[src/idsu_pkg.sv]
`timescale 1ns / 1ps
// Shared types for the signed/unsigned integer divider.
// No dependencies; used by idsu_cell and integer_divider_signed_unsigned_core.
package idsu_pkg;

    typedef struct packed {
        logic load;
        logic shift;
        logic take;
    } cell_ctrl_t;

    typedef enum logic [2:0] {
        ST_IDLE = 3'b001,
        ST_DIV  = 3'b010,
        ST_FIX  = 3'b100
    } state_t;

endpackage

[src/idsu_cell.sv]
`timescale 1ns / 1ps
// One bit slice of the divider: remainder, quotient/dividend and divisor bit,
// plus its stage of the borrow chain. Depends on idsu_pkg.
module idsu_cell
(
    input  logic                clk,
    input  idsu_pkg::cell_ctrl_t ctrl,
    input  logic                load_quo,
    input  logic                load_div,
    input  logic                rem_in,
    input  logic                quo_in,
    input  logic                borrow_in,
    output logic                borrow_out,
    output logic                rem_bit,
    output logic                quo_bit
);

    logic rem_reg;
    logic rem_next;
    logic quo_reg;
    logic quo_next;
    logic div_reg;
    logic div_next;
    logic diff;

    // shifted remainder bit minus divisor bit
    assign diff       = rem_in ^ div_reg ^ borrow_in;
    assign borrow_out = (~rem_in & div_reg) | (~(rem_in ^ div_reg) & borrow_in);

    always_comb
    begin
        rem_next = rem_reg;
        quo_next = quo_reg;
        div_next = div_reg;
        if (ctrl.load)
        begin
            rem_next = 1'b0;
            quo_next = load_quo;
            div_next = load_div;
        end
        else if (ctrl.shift)
        begin
            rem_next = ctrl.take ? diff : rem_in;
            quo_next = quo_in;
        end
    end

    always_ff @(posedge clk)
    begin
        rem_reg <= rem_next;
        quo_reg <= quo_next;
        div_reg <= div_next;
    end

    assign rem_bit = rem_reg;
    assign quo_bit = quo_reg;

endmodule

[src/integer_divider_signed_unsigned_core.sv]
`timescale 1ns / 1ps
// Signed/unsigned restoring integer divider, top level.
// Depends on idsu_pkg and idsu_cell.
//
// A word is taken when start is high and busy is low. Its quotient and
// remainder appear on the result ports with done high for exactly one cycle.
// The operand magnitudes load into the row of bit cells at the accepting
// edge. In the divide state the cells then develop one quotient bit each
// step, and a sign fix-up state registers the result, which done follows
// from a register. The results cannot be held off: done is a single-cycle
// strobe that the receiver must capture. A new word may be started in the
// cycle that done is high; busy stays high until then, so only one word is
// in flight at a time.
// Division by zero gives quotient 0 and remainder equal to the dividend.
module integer_divider_signed_unsigned_core
#(
    parameter int WIDTH = 32
)
(
    input  logic             clk,
    input  logic             rst_n,
    input  logic             start,
    output logic             busy,
    input  logic             mode,
    input  logic [WIDTH-1:0] dividend,
    input  logic [WIDTH-1:0] divisor,
    output logic             done,
    output logic [WIDTH-1:0] quotient,
    output logic [WIDTH-1:0] remainder
);

    localparam int CW = $clog2(WIDTH);

    idsu_pkg::state_t     state_reg;
    idsu_pkg::state_t     state_next;
    logic [CW-1:0]        cnt_reg;
    logic [CW-1:0]        cnt_next;
    logic                 neg_q_reg;
    logic                 neg_r_reg;
    logic                 zero_reg;
    logic                 done_reg;
    logic [WIDTH-1:0]     quotient_reg;
    logic [WIDTH-1:0]     remainder_reg;

    idsu_pkg::cell_ctrl_t ctrl;
    logic                 accept;
    logic [WIDTH-1:0]     mag_n;
    logic [WIDTH-1:0]     mag_d;
    logic [WIDTH-1:0]     rem_bits;
    logic [WIDTH-1:0]     quo_bits;
    logic [WIDTH:0]       borrow;
    logic [WIDTH-1:0]     rem_in;
    logic [WIDTH-1:0]     quo_in;

    assign accept = start & ~busy;
    assign busy   = (state_reg != idsu_pkg::ST_IDLE);

    assign mag_n = (mode & dividend[WIDTH-1]) ? (~dividend + 1'b1) : dividend;
    assign mag_d = (mode & divisor[WIDTH-1])  ? (~divisor + 1'b1)  : divisor;

    // take when shifted-out bit is set or no borrow out of the chain
    assign ctrl.load  = accept;
    assign ctrl.shift = (state_reg == idsu_pkg::ST_DIV);
    assign ctrl.take  = rem_bits[WIDTH-1] | ~borrow[WIDTH];

    assign borrow[0] = 1'b0;
    assign rem_in    = {rem_bits[WIDTH-2:0], quo_bits[WIDTH-1]};
    assign quo_in    = {quo_bits[WIDTH-2:0], ctrl.take};

    for (genvar i = 0; i < WIDTH; i++)
    begin : g_cell
        idsu_cell u_cell
        (
            .clk        (clk),
            .ctrl       (ctrl),
            .load_quo   (mag_n[i]),
            .load_div   (mag_d[i]),
            .rem_in     (rem_in[i]),
            .quo_in     (quo_in[i]),
            .borrow_in  (borrow[i]),
            .borrow_out (borrow[i+1]),
            .rem_bit    (rem_bits[i]),
            .quo_bit    (quo_bits[i])
        );
    end

    always_comb
    begin
        state_next = state_reg;
        cnt_next   = cnt_reg;
        case (state_reg)
            idsu_pkg::ST_IDLE:
            begin
                if (accept)
                begin
                    state_next = idsu_pkg::ST_DIV;
                    cnt_next   = CW'(WIDTH - 1);
                end
            end
            idsu_pkg::ST_DIV:
            begin
                cnt_next = cnt_reg - 1'b1;
                if (cnt_reg == '0)
                begin
                    state_next = idsu_pkg::ST_FIX;
                end
            end
            idsu_pkg::ST_FIX:
            begin
                state_next = idsu_pkg::ST_IDLE;
            end
            default:
            begin
                state_next = idsu_pkg::ST_IDLE;
            end
        endcase
    end

    always_ff @(posedge clk or negedge rst_n)
    begin
        if (!rst_n)
        begin
            state_reg <= idsu_pkg::ST_IDLE;
            cnt_reg   <= '0;
            done_reg  <= 1'b0;
        end
        else
        begin
            state_reg <= state_next;
            cnt_reg   <= cnt_next;
            done_reg  <= (state_reg == idsu_pkg::ST_FIX);
        end
    end

    always_ff @(posedge clk)
    begin
        if (accept)
        begin
            neg_q_reg <= mode & (dividend[WIDTH-1] ^ divisor[WIDTH-1]);
            neg_r_reg <= mode & dividend[WIDTH-1];
            zero_reg  <= (divisor == '0);
        end
        if (state_reg == idsu_pkg::ST_FIX)
        begin
            // with a zero divisor the remainder cells end up holding |dividend|
            quotient_reg  <= zero_reg ? '0 : (neg_q_reg ? (~quo_bits + 1'b1) : quo_bits);
            remainder_reg <= neg_r_reg ? (~rem_bits + 1'b1) : rem_bits;
        end
    end

    assign done      = done_reg;
    assign quotient  = quotient_reg;
    assign remainder = remainder_reg;

endmodule
[config.mk]
export PLATFORM = sky130hd
export DESIGN_NAME = integer_divider_signed_unsigned_core
export DESIGN_NICKNAME = d
export VERILOG_FILES = /design/src/idsu_pkg.sv /design/src/idsu_cell.sv /design/src/integer_divider_signed_unsigned_core.sv
export SDC_FILE = /design/constraint.sdc
export NUM_CORES = 1
export LEC_CHECK = 0
export ABC_AREA = 0
export CORE_MARGIN = 2
export CORE_UTILIZATION = 58
export DETAILED_ROUTE_END_ITERATION = 12
export DONT_BUFFER_PORTS = 1
export GPL_TIMING_DRIVEN = 0
export PLACE_DENSITY = 0.76
export SLEW_MARGIN = 15
export SYNTH_ARGS = -nofsm -noshare
export SYNTH_HDL_FRONTEND = slang
export SYNTH_SLANG_ARGS = --single-unit
export TNS_END_PERCENT = 30
[constraint.sdc]
create_clock -name clk -period 13.3 [get_ports clk]
set_input_delay 2.66 -clock clk [delete_from_list [all_inputs] [get_ports clk]]
set_output_delay 2.66 -clock clk [all_outputs]
set_load 0.005 [all_outputs]
==> flow_summary.yaml, run 1 <==
cts:
  insertion_delay_ns: 0.43
  root_buffer: "clkbuf_16"
  clock_sinks: 172
  clk_path_buf_depth: 2
  ctsHoldBuffers: 0
  cts_tree: "done"
  cts_made_buffers: 17
  h-tree-depth: 4
  clkTransAtPathRegs_ns: 0.06
logic_synthesis:
  synthMuxAreaShare: 0.00207
  yosysTopAreaCellShare: 0.406
  ys_seq_area_frac: 0.495
  synthAdderAreaFrac: 0.0731
  synthTopCellsByCount: "131 x edfxtp_1, 100 x nor2_1, 94 x o21ai_0, 67 x xor2_1, 66 x nand2_1"
  ys.flop_type: "edfxtp_1"
  synth_nets: 1045
  synth-compound-area-share: 0.133
  synthesis.instances: 939
  synthesis.area_um2: 9690
  synth-simple-area-share: 0.146
  ys_seq_elements: 172
  synth_cell_type_count: 44
  syn_avg_cell_area_um2: 10.3
  yosysMostFrequentCell: "edfxtp_1"
  synth_xor_area_frac: 0.108
  yosys_warnings: 0
  synth_edf_count: 131
  synth_top_family_by_area: "simple AND/OR/NAND/NOR gates"
  synth_top_cell_by_area: "edfxtp_1"
  async_flop_share: 0.0523
  synth_area_leaders: "edfxtp_1 41%, dfxtp_1 6.6%, fa_1 6.4%"
cells_and_area:
  final_util: 0.652
  nets: 1070
  fillerInstances: 1289
  fin_cells: 1196
  seq_area_um2: 4800
  drive_gt1_frac: 0.0799
  syn_to_final_growth_pct: 10.8
  antenna_cells: 0
  multiInputGateArea_um2: 4520
global_routing:
  grt_pass1_wl_um: 35100
  grtUsageTotal: 0.252
  antenna_found_initial: 0
  grt_overflow: 0
  grt_max_degree: 40
  grt_pass1_vias: 6796
sta:
  rsz0062_at_grt: "false"
  setup_violations: 0
  slew_viol_final: 0
  hold_ws_ns: 0.501
  timing.final.crit_share: 0.968
  worstMarginPinSlew_ns: 0.841
  min_period_ns: 12.87
  timing.final.hold_violations: 0
  slew_headroom: 0.437
  clock_skew_ns: 0.00630
  timing.final.ws_setup_ns: 0.426
  max_freq_mhz: 77.7
place:
  dp_hpwl_um: 16300
  place_inst: 1165
  place.gp.congestion: 0.914
  port_buffers: 0
  dp_worst_setup_slack_ns: -0.552
worst_setup_path:
  cp.depth: 40
  cp_common_cell: "fa_1"
  worstSetupPathType: "reg -> reg"
  worstReg2RegEnd: "g_cell[8].u_cell.rem_bit"
  end_kind: "flip-flop"
  worst_path_largest_cell_delay_ns: 0.40
  critical_path.max_fanout: 10
  reg2reg_slack_ns: 0.43
  crit_buf_inv: 4
  worstPathRequired_ns: 13.66
  cp.arrival_ns: 13.23
  reg2reg_depth: 40
  crit_path_start_kind: "flip-flop"
  rr_startpoint: "g_cell[31].u_cell.quo_bit"
  cp_slowest_cell: "fa_1"
  cp_top_family: "adder cells"
floorplanning:
  chipHeight_um: 133
  die_area_um2: 17800
  start_util: 0.589
  core_area_um2: 16500
  rows: 47
  die_w_um: 133
  ios: 134
route:
  drt-total-wl_um: 21700
  wl_per_cell_um: 18.1
  drtAntennaViolNets: 0
  drc: 0
  drtIter0Drc: 661
  vias: 7083
  drt-pass1-iter-count: 5
  via_per_inst: 5.92
worst_hold_path:
  min_path_type: "reg -> reg"
  hold_start: "cnt_reg[0]"
  worstHoldEndpoint: "cnt_reg[0]"
  hold_depth: 1
power:
  pwr-share-clk: 0.205
  seqPwrFrac: 0.370
  comb_power_share: 0.425
  switchingPower_w: 0.000978
  total_power_w: 0.00254
  peakVddDrop_v: 0.000143
  power.static_leakage_nw: 3.58
  switching_share: 0.386
  p_int_w: 0.00156
  p_per_area_nw_per_um2: 236
status:
  status: "completed"
flow_run:
  drv_cap: 0
power by group through the flow:
stage	clock, W	sequential [W]	combinational (W)
global placement	0	0.000939	0.00100
finish	0.000521	0.000938	0.00108
detailed placement	0	0.000942	0.00103
CTS	0.000526	0.000932	0.00107
global route	0.000551	0.000952	0.00121
floorplan	0	0.000890	0.000837
placed cells by master, fill, tap and decap left out, drive strengths merged, types with 3 or more instances in the layout:
cell type / instances
dfxtp: 32
a31oi: 6
nand3: 39
o31ai: 38
ha: 7
nand4: 8
nor2b: 3
bufinv: 4
nand2: 66
fa: 31
nor2: 100
clkbuf: 65
or2: 3
and2: 3
nor3: 16
edfxtp: 131
buf: 17
dfrtp: 8
a21oi: 44
nand2b: 5
nor3b: 4
xnor2: 53
or3: 10
or4: 12
inv: 52
nor4: 17
o21ai: 97
clkinv: 6
xor2: 67
o41ai: 20
cells by family (layout without fill, tap and decap cells):
logic type / after synthesis / after routing
AND/OR/NAND/NOR: 293 / 293
AO/OA/AOI/OAI: 206 / 206
flip-flops: 172 / 172
XOR/XNOR: 120 / 120
buffers and inverters: 108 / 145
adder cells (fa/ha/maj): 38 / 38
multiplexers: 2 / 2
metrics by stage:
stage	instance area (um2)	TNS [ns]
3_3_place_gp	9970	-12.95
3_5_place_dp	10000	-16.25
4_1_cts	10700	0
2_1_floorplan	9690	0
6_report	10700	0
5_1_grt	10700	0
final cells by class:
class,count,area share
plain buffers,57,0.0250
clock buffers,18,0.0400
clock inverters,13,0.0179
inverters,50,0.0175
multi-input cells,659,0.421
flip-flops and latches,172,0.447
well taps,220,0.0256
repair buffers,7,0.00559
routing by layer:
| layer | GRT usage | wire [um] | vias to the layer above | part of all wire |
|---|---|---|---|---|
| met5 | 0 | 0 | - | 0 |
| met4 | 0.0910 | 538 | 0 | 0.025 |
| li1 | - | - | 3389 | - |
| met2 | 0.373 | 9680 | 331 | 0.45 |
| met1 | 0.366 | 9700 | 3319 | 0.45 |
| met3 | 0.0605 | 1740 | 44 | 0.080 |
worst max path at each step:
stage                                    startpoint  slack [ns]                   endpoint
after global routing       g_cell[0].u_cell.div_reg        0.03  g_cell[17].u_cell.rem_bit
after floorplan           g_cell[31].u_cell.quo_bit        0.29  g_cell[19].u_cell.rem_bit
after global placement    g_cell[31].u_cell.quo_bit       -0.44   g_cell[4].u_cell.rem_bit
after detailed placement  g_cell[31].u_cell.quo_bit       -0.55   g_cell[0].u_cell.rem_bit
final                     g_cell[31].u_cell.quo_bit        0.43   g_cell[8].u_cell.rem_bit
after CTS                 g_cell[31].u_cell.quo_bit        0.05  g_cell[25].u_cell.rem_bit
what timing repair did:
item,CTS,global route
setup endpoints to repair,33,33
pin swaps,0,1
resized for setup,24,13
buffers inserted,1,0
Note: power is estimated with default switching activity, not from simulation.
==> run 2, diff against run 1 <==
CORE_UTILIZATION = 69   (was 58)
PLACE_DENSITY = 0.85   (was 0.76)
clock period = 16.7 ns   (was 13.3 ns; I/O delays follow)
==> flow_summary.yaml, run 2 (synthesized netlist as in run 1, its figures left out) <==
cts:
  cts_resized: 0
  root_buffer: "clkbuf_16"
  clock_sinks: 172
  postCtsSetupBuffers: 0
  h-tree-depth: 4
  cts_made_buffers: 17
  clk_path_buf_depth: 2
  ctsHoldBuffers: 0
  clkTransAtPathRegs_ns: 0.07
  cts_tree: "done"
  insertion_delay_ns: 0.43
global_routing:
  grtUsageTotal: 0.326
  grt_overflow: 0
  grt_pass1_wl_um: 37100
  antenna_found_initial: 0
  grt_pass1_vias: 7011
  grt_max_degree: 40
sta:
  min_period_ns: 14.20
  timing.final.crit_share: 0.850
  setup_violations: 0
  rsz0062_at_grt: "false"
  worstMarginPinSlew_ns: 0.871
  slew_viol_final: 0
  slew_headroom: 0.418
  clock_skew_ns: 0.00713
  timing.final.hold_violations: 0
  max_freq_mhz: 70.4
  tns_ns: 0
cells_and_area:
  syn_to_final_growth_pct: 8.46
  multiInputGateArea_um2: 4480
  nets: 1069
  antenna_cells: 0
  drive_gt1_frac: 0.0553
  fillerInstances: 906
  seq_area_um2: 4800
  final_common_cell: "edfxtp_1"
  final_cell_mix: "131 x edfxtp_1, 100 x nor2_1, 94 x o21ai_0"
floorplanning:
  die_area_um2: 15000
  rows: 43
  die_w_um: 123
  core_area_um2: 13800
  ios: 134
  chipHeight_um: 123
  start_util: 0.704
power:
  p_per_area_nw_per_um2: 189
  comb_power_share: 0.435
  switching_share: 0.407
  p_int_w: 0.00118
  total_power_w: 0.00199
  seqPwrFrac: 0.379
  pwr-share-clk: 0.186
  switchingPower_w: 0.000810
  power.static_leakage_nw: 3.49
  peakVddDrop_v: 0.000113
worst_setup_path:
  crit_path_start_kind: "flip-flop"
  cp.arrival_ns: 14.53
  end_kind: "flip-flop"
  worstSetupPathType: "reg -> reg"
  cp_common_cell: "fa_1"
  worstPathRequired_ns: 17.03
  critical_path.max_fanout: 10
  cp_slowest_cell: "fa_1"
  worst_path_largest_cell_delay_ns: 0.43
flow_run:
  drv_cap: 0
status:
  status: "completed"
route:
  drtAntennaViolNets: 0
  drc: 0
  drt-pass1-iter-count: 6
  via_per_inst: 6.43
  vias: 7437
  wl_per_cell_um: 20.3
  drtIter0Drc: 1237
  drt-total-wl_um: 23400
place:
  place.gp.congestion: 0.939
  port_buffers: 0
  dp_hpwl_um: 17000
worst_hold_path:
  min_path_type: "reg -> reg"
[run 2: cell types whose count changed in the layout (fill, tap and decap cells not counted), moves of 2 or more]
cell and delta:
bufinv_16 -3, inv_6 +2, o21ai_0 +5, clkbuf_8 -4, buf_4 -2, o21ai_1 -5
fa_2 -13, buf_1 +2, clkbuf_1 +5, buf_6 -2, clkinv_1 +2, fa_1 +13
[run 2: worst max-delay path: cells and delay by family, from the launching register on]
| family | cells | cell delay, ns |
|---|---|---|
| adders and majority gates | 32 | 12.36 |
| buffers and inverters | 5 | 0.74 |
| DFF | 1 | 0.39 |
| and+or+nand+nor | 2 | 0.30 |
| AOI/OAI and AO/OA | 2 | 0.29 |
[run 2: worst paths after layout]
kind / from / endpoint / slack [ns] / cells after the start
worst min register to register: cnt_reg[0] / cnt_reg[0] / 0.50 / 1
max in group asynchronous: rst_n / state_reg[0] / 13.94 / 0
min in group asynchronous: rst_n / cnt_reg[2] / 2.59 / 0
worst max register to register: g_cell[31].u_cell.quo_bit / g_cell[30].u_cell.rem_bit / 2.50 / 41
worst max-delay path: g_cell[31].u_cell.quo_bit / g_cell[30].u_cell.rem_bit / 2.50 / 41
worst min-delay path: cnt_reg[0] / cnt_reg[0] / 0.50 / 1
[run 2: per-stage QoR]
step,cell area [um2],hold slack [ns],util,setup slack (ns),std cells
floorplan,9690,0.462,-,3.69,939
global placement,9920,0.475,0.720,2.95,1119
detailed placement,9960,0.488,0.723,2.71,1124
CTS,10500,0.497,0.763,2.60,1156
global route,10500,0.539,0.763,2.11,1156
finish,10500,0.496,0.763,2.50,1156
[run 2: area by class of cell]
type / count / area share
Buffer: 58 / 0.0214
Inverter: 50 / 0.0179
Tap cell: 180 / 0.0214
Clock buffer: 18 / 0.0408
Timing Repair Buffer: 5 / 0.00357
Multi-Input combinational cell: 659 / 0.427
Sequential cell: 172 / 0.457
Clock inverter: 14 / 0.0114
[run 2: routing by layer]
| metal | vias to the layer above | GRT usage | routed length [um] |
|---|---|---|---|
| met5 | - | 0 | 0 |
| met4 | 0 | 0.102 | 522 |
| met3 | 66 | 0.0734 | 2610 |
| met2 | 526 | 0.499 | 10700 |
| met1 | 3459 | 0.468 | 9580 |
| li1 | 3386 | - | - |
[run 2: power by group through the flow]
stage                     Combinational [W]  Clock (W)  Sequential [W]
after global routing               0.000953   0.000389        0.000762
after global placement             0.000793          0        0.000747
final                              0.000865   0.000371        0.000753
after CTS                          0.000856   0.000371        0.000747
after floorplan                    0.000667          0        0.000709
after detailed placement           0.000837          0        0.000753
